## config.mk

```make
export PLATFORM = sky130hd
export DESIGN_NAME = i2c_bit_level_master
export DESIGN_NICKNAME = d
export VERILOG_FILES = /design/src/hw/rtl/i2cbm_pkg.sv /design/src/hw/rtl/i2c_bit_level_master.sv
export SDC_FILE = /design/constraint.sdc
export NUM_CORES = 1
export LEC_CHECK = 0
export ABC_CLOCK_PERIOD_IN_PS = 3800
export BUFFER_PORTS_ARGS = -buffer_cell sky130_fd_sc_hd__buf_2
export CAP_MARGIN = 10
export CORE_AREA = 2 2 97 99
export DETAILED_ROUTE_END_ITERATION = 10
export DIE_AREA = 0 0 99 101
export GPL_TIMING_DRIVEN = 1
export PLACE_DENSITY = 0.74
export SLEW_MARGIN = 10
export SYNTH_ARGS = -nofsm -noshare
export SYNTH_HDL_FRONTEND = slang
export SYNTH_SLANG_ARGS = --single-unit
```

## constraint.sdc

```tcl
create_clock -name aclk -period 3.8 [get_ports aclk]
set_clock_uncertainty 0.05 [all_clocks]
set_input_delay 0 -clock aclk [delete_from_list [all_inputs] [get_ports aclk]]
set_output_delay 0 -clock aclk [all_outputs]
set_load 0.1 [all_outputs]
```

## src/hw/rtl/i2cbm_pkg.sv

```systemverilog
// Types and constants shared by the I2C bit-level master.
package i2cbm_pkg;

    localparam logic [2:0] MODE_START   = 3'd0;
    localparam logic [2:0] MODE_STOP    = 3'd1;
    localparam logic [2:0] MODE_TX_BYTE = 3'd2;
    localparam logic [2:0] MODE_RX_BYTE = 3'd3;
    localparam logic [2:0] MODE_TX_ACK  = 3'd4;
    localparam logic [2:0] MODE_RX_ACK  = 3'd5;

    localparam logic [7:0] MSB_MASK      = 8'h80;
    localparam logic [1:0] PHASE_LAST    = 2'd2;
    localparam logic       HOLD_ADDR_SEL = 1'b0;
    localparam logic [7:0] HOLD_RESET    = 8'd1;

    typedef enum logic [6:0] {
        CMD_IDLE    = 7'b0000001,
        CMD_START   = 7'b0000010,
        CMD_STOP    = 7'b0000100,
        CMD_TX_BYTE = 7'b0001000,
        CMD_RX_BYTE = 7'b0010000,
        CMD_TX_ACK  = 7'b0100000,
        CMD_RX_ACK  = 7'b1000000
    } cmd_t;

    typedef enum logic [2:0] {
        ACT_SCL0 = 3'd0,
        ACT_SCL1 = 3'd1,
        ACT_SDA0 = 3'd2,
        ACT_SDA1 = 3'd3,
        ACT_READ = 3'd4
    } act_t;

    typedef struct packed {
        logic [2:0] mode;
        logic [7:0] tx_byte;
        logic       ack_out;
        logic       sda_in;
    } in_item_t;

    typedef struct packed {
        logic       scl_line;
        logic       sda_line;
        logic       busy_res;
        logic       done_res;
        logic [7:0] rx_byte;
        logic       ack_in;
        logic       rejected;
    } out_item_t;

    function automatic logic [4:0] cmd_length(input cmd_t cmd);
        case (cmd)
            CMD_START:   cmd_length = 5'd4;
            CMD_STOP:    cmd_length = 5'd3;
            CMD_TX_BYTE: cmd_length = 5'd24;
            CMD_RX_BYTE: cmd_length = 5'd25;
            CMD_TX_ACK:  cmd_length = 5'd3;
            CMD_RX_ACK:  cmd_length = 5'd4;
            default:     cmd_length = 5'd0;
        endcase
    endfunction

    function automatic cmd_t mode_to_cmd(input logic [2:0] mode);
        case (mode)
            MODE_START:   mode_to_cmd = CMD_START;
            MODE_STOP:    mode_to_cmd = CMD_STOP;
            MODE_TX_BYTE: mode_to_cmd = CMD_TX_BYTE;
            MODE_RX_BYTE: mode_to_cmd = CMD_RX_BYTE;
            MODE_TX_ACK:  mode_to_cmd = CMD_TX_ACK;
            MODE_RX_ACK:  mode_to_cmd = CMD_RX_ACK;
            default:      mode_to_cmd = CMD_IDLE;
        endcase
    endfunction

endpackage

```

## src/hw/rtl/i2c_bit_level_master.sv

```systemverilog
// Latency: the result beat for an input beat is registered at the edge that accepts it.
// Throughput: one input beat per cycle when not stalled; one status update per input beat.
// A pin action advances on at most one tick beat; a command spans its steps times hold_ticks.
// The output register frees on the same edge it is taken, so input stalls only on m_ready low.
// Reset (aresetn low, synchronous): both lines released high, sequencer idle, hold_ticks 1.
module i2c_bit_level_master (
    input  logic                  aclk,
    input  logic                  aresetn,
    input  logic                  s_valid,
    output logic                  s_ready,
    input  i2cbm_pkg::in_item_t   s_item,
    output logic                  m_valid,
    input  logic                  m_ready,
    output i2cbm_pkg::out_item_t  m_item,
    input  logic                  psel,
    input  logic                  penable,
    input  logic                  pwrite,
    input  logic [2:0]            paddr,
    input  logic [31:0]           pwdata,
    output logic [31:0]           prdata,
    output logic                  pready
);
    import i2cbm_pkg::*;

    logic [7:0] hold_reg;
    logic       scl_reg, scl_next;
    logic       sda_reg, sda_next;
    cmd_t       cmd_reg, cmd_next, cmd_eff;
    logic [4:0] step_reg, step_next, step_eff;
    logic [7:0] tick_reg, tick_next;
    logic [7:0] shreg_reg, shreg_next, shreg_eff;
    logic       ack_reg, ack_next;
    logic [7:0] latch_reg, latch_next, latch_eff;
    logic [1:0] phase_reg, phase_next, phase_eff;
    logic [2:0] bit_reg, bit_next, bit_eff;
    logic       m_valid_reg;
    out_item_t  m_item_reg, m_item_next;

    logic       accept;
    logic       do_step;
    logic       done;
    logic       rej;
    logic [8:0] tick_inc;
    logic [7:0] hold_eff;
    logic [7:0] bit_mask;
    act_t       act;

    assign pready  = 1'b1;
    assign prdata  = (paddr[2] == HOLD_ADDR_SEL) ? {24'd0, hold_reg} : 32'd0;
    assign s_ready = !m_valid_reg || m_ready;
    assign accept  = s_valid && s_ready;
    assign m_valid = m_valid_reg;
    assign m_item  = m_item_reg;

    always_comb begin
        scl_next   = scl_reg;
        sda_next   = sda_reg;
        cmd_next   = cmd_reg;
        step_next  = step_reg;
        tick_next  = tick_reg;
        shreg_next = shreg_reg;
        ack_next   = ack_reg;
        latch_next = latch_reg;
        phase_next = phase_reg;
        bit_next   = bit_reg;
        cmd_eff    = cmd_reg;
        step_eff   = step_reg;
        shreg_eff  = shreg_reg;
        latch_eff  = latch_reg;
        phase_eff  = phase_reg;
        bit_eff    = bit_reg;
        do_step    = 1'b0;
        done       = 1'b0;
        rej        = 1'b0;
        tick_inc   = {1'b0, tick_reg} + 9'd1;
        hold_eff   = (hold_reg == 8'd0) ? 8'd1 : hold_reg;

        if (s_item.mode <= MODE_RX_ACK) begin
            if (cmd_reg != CMD_IDLE) begin
                rej = 1'b1;
            end else begin
                cmd_eff   = mode_to_cmd(s_item.mode);
                step_eff  = 5'd0;
                phase_eff = 2'd0;
                bit_eff   = 3'd0;
                if (s_item.mode == MODE_TX_BYTE) begin
                    latch_eff = s_item.tx_byte;
                end else if (s_item.mode == MODE_TX_ACK) begin
                    latch_eff = {7'd0, s_item.ack_out};
                end else begin
                    latch_eff = 8'd0;
                end
                if (s_item.mode == MODE_RX_BYTE) begin
                    shreg_eff = 8'd0;
                end
                do_step = 1'b1;
            end
        end else if (cmd_reg != CMD_IDLE) begin
            if (tick_inc >= {1'b0, hold_eff}) begin
                if (step_reg >= cmd_length(cmd_reg)) begin
                    cmd_next  = CMD_IDLE;
                    step_next = 5'd0;
                    tick_next = 8'd0;
                    done      = 1'b1;
                end else begin
                    do_step = 1'b1;
                end
            end else begin
                tick_next = tick_inc[7:0];
            end
        end

        bit_mask = MSB_MASK >> bit_eff;

        case (cmd_eff)
            CMD_START: begin
                case (step_eff[1:0])
                    2'd0:    act = ACT_SDA1;
                    2'd1:    act = ACT_SCL1;
                    2'd2:    act = ACT_SDA0;
                    default: act = ACT_SCL0;
                endcase
            end
            CMD_STOP: begin
                case (step_eff)
                    5'd0:    act = ACT_SDA0;
                    5'd1:    act = ACT_SCL1;
                    default: act = ACT_SDA1;
                endcase
            end
            CMD_TX_BYTE: begin
                case (phase_eff)
                    2'd0:    act = ((latch_eff & bit_mask) != 8'd0) ? ACT_SDA1 : ACT_SDA0;
                    2'd1:    act = ACT_SCL1;
                    default: act = ACT_SCL0;
                endcase
            end
            CMD_RX_BYTE: begin
                if (step_eff == 5'd0) begin
                    act = ACT_SDA1;
                end else begin
                    case (phase_eff)
                        2'd0:    act = ACT_SCL1;
                        2'd1:    act = ACT_READ;
                        default: act = ACT_SCL0;
                    endcase
                end
            end
            CMD_TX_ACK: begin
                case (step_eff)
                    5'd0:    act = latch_eff[0] ? ACT_SDA1 : ACT_SDA0;
                    5'd1:    act = ACT_SCL1;
                    default: act = ACT_SCL0;
                endcase
            end
            CMD_RX_ACK: begin
                case (step_eff[1:0])
                    2'd0:    act = ACT_SDA1;
                    2'd1:    act = ACT_SCL1;
                    2'd2:    act = ACT_READ;
                    default: act = ACT_SCL0;
                endcase
            end
            default: act = ACT_SDA1;
        endcase

        if (do_step) begin
            cmd_next   = cmd_eff;
            latch_next = latch_eff;
            shreg_next = shreg_eff;
            step_next  = step_eff + 5'd1;
            tick_next  = 8'd0;
            phase_next = phase_eff;
            bit_next   = bit_eff;
            case (act)
                ACT_SCL0: scl_next = 1'b0;
                ACT_SCL1: scl_next = 1'b1;
                ACT_SDA0: sda_next = 1'b0;
                ACT_SDA1: sda_next = 1'b1;
                default: begin
                    if (cmd_eff == CMD_RX_BYTE) begin
                        if (s_item.sda_in) begin
                            shreg_next = shreg_eff | bit_mask;
                        end
                    end else begin
                        ack_next = s_item.sda_in;
                    end
                end
            endcase
            if (!(cmd_eff == CMD_RX_BYTE && step_eff == 5'd0)) begin
                if (phase_eff == PHASE_LAST) begin
                    phase_next = 2'd0;
                    bit_next   = bit_eff + 3'd1;
                end else begin
                    phase_next = phase_eff + 2'd1;
                end
            end
        end

        m_item_next.scl_line = scl_next;
        m_item_next.sda_line = sda_next;
        m_item_next.busy_res = (cmd_next != CMD_IDLE);
        m_item_next.done_res = done;
        m_item_next.rx_byte  = shreg_next;
        m_item_next.ack_in   = ack_next;
        m_item_next.rejected = rej;
    end

    always_ff @(posedge aclk) begin
        if (!aresetn) begin
            hold_reg    <= HOLD_RESET;
            scl_reg     <= 1'b1;
            sda_reg     <= 1'b1;
            cmd_reg     <= CMD_IDLE;
            step_reg    <= 5'd0;
            tick_reg    <= 8'd0;
            shreg_reg   <= 8'd0;
            ack_reg     <= 1'b0;
            latch_reg   <= 8'd0;
            phase_reg   <= 2'd0;
            bit_reg     <= 3'd0;
            m_valid_reg <= 1'b0;
        end else begin
            if (psel && penable && pwrite && paddr[2] == HOLD_ADDR_SEL) begin
                hold_reg <= pwdata[7:0];
            end
            if (accept) begin
                scl_reg     <= scl_next;
                sda_reg     <= sda_next;
                cmd_reg     <= cmd_next;
                step_reg    <= step_next;
                tick_reg    <= tick_next;
                shreg_reg   <= shreg_next;
                ack_reg     <= ack_next;
                latch_reg   <= latch_next;
                phase_reg   <= phase_next;
                bit_reg     <= bit_next;
                m_valid_reg <= 1'b1;
            end else if (m_ready) begin
                m_valid_reg <= 1'b0;
            end
        end
    end

    always_ff @(posedge aclk) begin
        if (accept) begin
            m_item_reg <= m_item_next;
        end
    end

endmodule
```

### Word-level counts from Yosys, hierarchy flattened

Index checks and enable logic that the tools add are counted.

| cells by class | value |
|---|---|
| $add $sub $neg | 4 |
| $mul | 0 |
| div/mod/pow operators | 0 |
| $lt $le $gt $ge | 3 |
| equality and inequality tests | 29 |
| shifts and indexed selects | 1 |
| mux-type cells | 71 |
| bitwise operators | 5 |
| reductions and logical operators | 25 |

Operators with widths:

| operator | number |
|---|---|
| 2-to-1 mux 8 bit | 17 |
| 2-to-1 mux 5 bit | 10 |
| 2-to-1 mux 7 bit | 7 |
| case mux 7 bit (6 select lines) | 1 |
| case mux 5 bit (4 select lines) | 1 |
| case mux 3 bit (6 select lines) | 1 |
| 2-to-1 mux 1 bit | 17 |
| 2-to-1 mux 3 bit | 5 |
| == test 7 x 2 -> 1 bit (second input constant) | 2 |
| == test 7 x 3 -> 1 bit (second input constant) | 2 |
| == test 7 x 4 -> 1 bit (second input constant) | 2 |
| == test 7 x 5 -> 1 bit (second input constant) | 2 |
| == test 7 x 6 -> 1 bit (second input constant) | 2 |
| == test 7 bit (second input constant) | 2 |
| inequality test 7 x 1 -> 1 bit (second input constant) | 2 |
| == test 3 x 2 -> 1 bit (second input constant) | 4 |
| case mux 2 bit (2 select lines) | 3 |
| adder 8 x 1 -> 9 bit (second input constant) | 1 |
| >= comparator 9 x 8 -> 1 bit | 1 |
| case mux 3 bit (3 select lines) | 1 |
| bitwise AND 8 bit | 1 |
| zero test 8 bit | 1 |
| 2-to-1 mux 2 bit | 4 |
| bitwise OR 8 bit | 1 |
| 31 further kinds | 48 |

| storage, ports and cells | value |
|---|---|
| flip-flop bits (word level) | 67 |
| bits in latches | 0 |
| bits in writable memories | 0 |
| memory bits (read-only) | 0 |
| bits of input ports | 55 |
| output and inout port bits | 49 |
| word-level logic and storage cells | 157 |
| memories kept | 0 |

### Longest topological paths before layout

| depth | value |
|---|---|
| word-level depth | 14 |
| depth in mapped cells | 14 |
| gate-level depth less buffers | 11 |

### Least setup slack after synthesis

No wires, ideal clock.

| timing path | value |
|---|---|
| kind | reg-to-reg |
| from | register m_valid_reg (netlist: m_valid) |
| to | register tick_reg[3] |
| data arrival time | 3.108 ns |
| data required time | 3.618 ns |
| path slack | 0.509 ns |
| cell stages (with the launch flop) | 9 |
| buffers on the path | 1 |
| cells stage by stage | dfxtp_1 -> nand2b_1 -> nand2_1 -> clkinv_1 -> o21ai_0 -> clkbuf_1 -> nor4b_1 -> o21ai_0 -> a21oi_1 |

| between the ends | value |
|---|---|
| word-level cells in the longest chain between the ends | 4 |

Ends and longest elaborated chain:

| element | RTL line | source |
|---|---|---|
| start: declaration | i2c_bit_level_master.sv:36 | `logic m_valid_reg;` |
| start signal: assignment | i2c_bit_level_master.sv:222 | `m_valid_reg <= 1'b0;` |
| start signal: assignment | i2c_bit_level_master.sv:238 | `m_valid_reg <= 1'b1;` |
| start signal: assignment | i2c_bit_level_master.sv:240 | `m_valid_reg <= 1'b0;` |
| zero test 1 bit | i2c_bit_level_master.sv:50 | `assign s_ready = !m_valid_reg \|\| m_ready;` |
| logical OR 1 bit | i2c_bit_level_master.sv:50 |  |
| via s_ready | i2c_bit_level_master.sv:10 | `output logic s_ready,` |
| logical AND 1 bit | i2c_bit_level_master.sv:51 | `assign accept = s_valid && s_ready;` |
| AND reduction 4 bit (no line) | - |  |
| end signal: assignment | i2c_bit_level_master.sv:232 | `tick_reg <= tick_next;` |
| end: declaration | i2c_bit_level_master.sv:30 | `logic [7:0] tick_reg, tick_next;` |

The timed path passes the listed nets, and every way through them passes these cells.
A chain may end at the register's enable or synchronous reset.

==> flow_summary_export.csv <==
group,metric,value,unit
outcome,status,"complete, no violations",
synth,yosys-mux-area-fraction,0.0221,
clock_network,cts_tree,"done",
floorplan,pin_count,104,
setup_path,cp-end-kind,"flop",
floorplan,die_x,99,um
synth,yosys.area_share.simple,0.245,
setup_path,r2r_slack,350,ps
setup_path,timing.rr.start,"cmd_reg[5]",
worst_hold_path,worstHoldPathCells,4,
final_layout,layout-drive-gt1-share,0.162,
timing,setup-tns-final,0,ps
clock_network,cts_buffers,9,
setup_path,cp_max_fo,11,
synth,yosys_warnings,0,
placed_design,numPortBuffers,52,
pwr,power.density,381,nW/um2
setup_path,slowest_delay,440,ps
setup_path,cp_top_family,"compound AO/OA/AOI/OAI gates",
clock_network,htree_levels,3,
timing,fmax,0.290,GHz
final_layout,syn2layout_area_growth,15.0,%
final_layout,final_common_cell,"nand2_1",
synth,synth_compound_area_frac,0.226,
floorplan,initial_core_util,0.486,
routing,drtPass1Iterations,5,
worst_hold_path,holdPathEnd,"latch_reg[4]",
final_layout,mostFrequentLayoutCells,"nand2_1 (70), dfxtp_1 (53), buf_2 (52)",
worst_hold_path,min_path_type,"primary input to flop",
pwr,max-vdd-ir-drop,0.199,mV
setup_path,path_class,"flop to flop",
clock_network,cts_setup_buffers,0,
synth,yosysTopAreaCell,"dfxtp_1",
synth,synth.avg_cell_area,8.04,um2
synth,synth_enable_flop_cells,14,
routing,drc_errors,0,
global_route,grt_pass1_vias,4024,
floorplan,coreArea,8980,um2
timing,rsz0062_at_grt,"no",
synth,yosysSeqAreaShare,0.339,
timing,relSlewSlack,0.220,
clock_network,clkSinkCount,67,
setup_path,path_buf_inv,0,
floorplan,design.die.area,10000,um2
synth,synth_ff_type,"dfxtp_1",
setup_path,critPathLaunchType,"flop",
floorplan,rows,35,
clock_network,worst_skew_pair.late_latency,350,ps
routing,wirelength,11.7,mm
timing,finalSetupViolations,0,
synth,synthAdderAreaFrac,0.0573,
timing,fin_crit,3450,ps
routing,vias_per_cell,5.80,
placed_design,routabilityCongestion,0.906,
synth,ys_ff_latch,67,
worst_hold_path,min_from,"s_item[6]",
final_layout,nets,683,
synth,synthCells,543,
job,drv_cap,0,
synth,async_reset_ff_frac,0,
synth,synthesis.area,4360,um2
setup_path,crit_required,3850,ps
global_route,gr-total-overflow,0,
global_route,grt_max_degree,37,
final_layout,final_core_util,0.559,
synth,synth-xor-area-share,0.0201,
setup_path,cp_slowest_cell,"dfxtp_1",
routing,avgRoutedWirePerCell,16.2,um
synth,synthDistinctLibCells,73,
timing,worst_slew_pin_slew,1160,ps
synth,synthTopCellsByArea,"dfxtp_1 (24%), edfxtp_1 (9.6%), nand2_1 (6.0%)",
global_route,grt_antenna_before_repair,0,
final_layout,antennaDiodeCount,0,
setup_path,r2r_end,"m_item[13]",
timing,drv_slew,0,
global_route,grtUsageTotal,0.238,
setup_path,critPathArrivalTime,3500,ps
timing,hold_viol_final,0,
pwr,leakagePower,0.00204,uW
synth,synth_top_area_frac,0.243,
setup_path,reg2reg_depth,10,
global_route,grt_first_pass_wirelength,19.2,mm
floorplan,die_h,101,um
setup_path,path_cells,"or2_2, a211oi_1, ha_1, nand2b_1, a31oi_1, o21ai_0, a211oi_2, o221ai_1, nor3_1, mux2_2",
placed_design,hpwl,8.31,mm
routing,antenna_left,0,
clock_network,cts_root_buffer,"clkbuf_8",
timing,hold_slack,33.2,ps
routing,drt_iter0_markers,347,
clock_network,clockBufferDepth,2,
routing,vias,4202,
final_layout,largest_reg_flops,14,
synth,synth_top_family_by_area,"simple AND/OR/NAND/NOR gates",
clock_network,clk_pin_slew,80,ps
timing,post-route-period-util,0.908,
[synth_stat cells (6+ instances only)]
| cell | count |
|---|---|
| a211oi_1 | 6 |
| a21oi_1 | 46 |
| a22oi_1 | 6 |
| a31oi_1 | 11 |
| buf_4 | 25 |
| clkbuf_1 | 20 |
| dfxtp_1 | 53 |
| edfxtp_1 | 14 |
| ha_1 | 20 |
| inv_1 | 20 |
| nand2_1 | 70 |
| nand2b_1 | 7 |
| nand3_1 | 28 |
| nor2_1 | 46 |
| nor3_1 | 8 |
| o21ai_0 | 29 |
| or3_1 | 6 |
[area by class of cell]
type,instances,area [um2]
multi-input cells,426,2590
clock buffers,10,128
inverters,22,82.6
repair buffers,82,533
well taps,111,139
fillers,812,3960
clock inverters,6,63.8
flip-flops and latches,67,1480
[metrics by stage]
step	std cells	worst slack [ps]	total power, uW	instance area [um2]
after detailed placement	689	368	1310	4630
after floorplan	566	509	1220	4450
final	724	350	1910	5020
after global routing	724	75.0	1990	5020
after CTS	724	275	1910	5010
after global placement	689	371	1310	4630
[power breakdown]
part / total, uW / switching, uW / internal (uW)
sequential: 766 / 17.8 / 748
clock: 590 / 287 / 303
combinational: 558 / 420 / 138
[worst register-to-register path, stage by stage, from the launching register on]
cell and delay, ps:
dfxtp_1 440, or2_2 400, a211oi_1 350, ha_1 290
nand2b_1 140, a31oi_1 210, o21ai_0 210, a211oi_2 240
o221ai_1 280, nor3_1 240, mux2_2 360
[logic make-up after synthesis]
family                     after synthesis
DFF                                     67
other                                    2
muxes                                    9
and+or+nand+nor                        213
adders and majority gates               20
buffers and inverters                   73
AOI/OAI and AO/OA                      149
xor gates and xnor gates                10
[layer usage]
| metal | routed length [um] | global-route usage |
|---|---|---|
| met2 | 5500 | 0.399 |
| met3 | 841 | 0.0569 |
| met1 | 5280 | 0.310 |
| met4 | 115 | 0.0590 |
| met5 | 0 | 0 |
[worst max path at each step]
| stage | cells after the start | from | slack [ps] | end |
|---|---|---|---|---|
| floorplan | 8 | m_valid | 510 | tick_reg[3] |
| detailed placement | 10 | cmd_reg[5] | 370 | m_item[13] |
| finish | 10 | cmd_reg[5] | 350 | m_item[13] |
| global route | 10 | cmd_reg[5] | 70 | m_item[13] |
| CTS | 10 | cmd_reg[5] | 270 | m_item[13] |
| global placement | 10 | cmd_reg[4] | 370 | m_item[13] |
[repair_timing]
action	4_1_cts	5_1_grt
endpoints found under the setup margin	0	1
hold endpoints to repair	18	0
hold buffers	19	0
resized for setup	0	1
(Power assumes the default switching activity.)
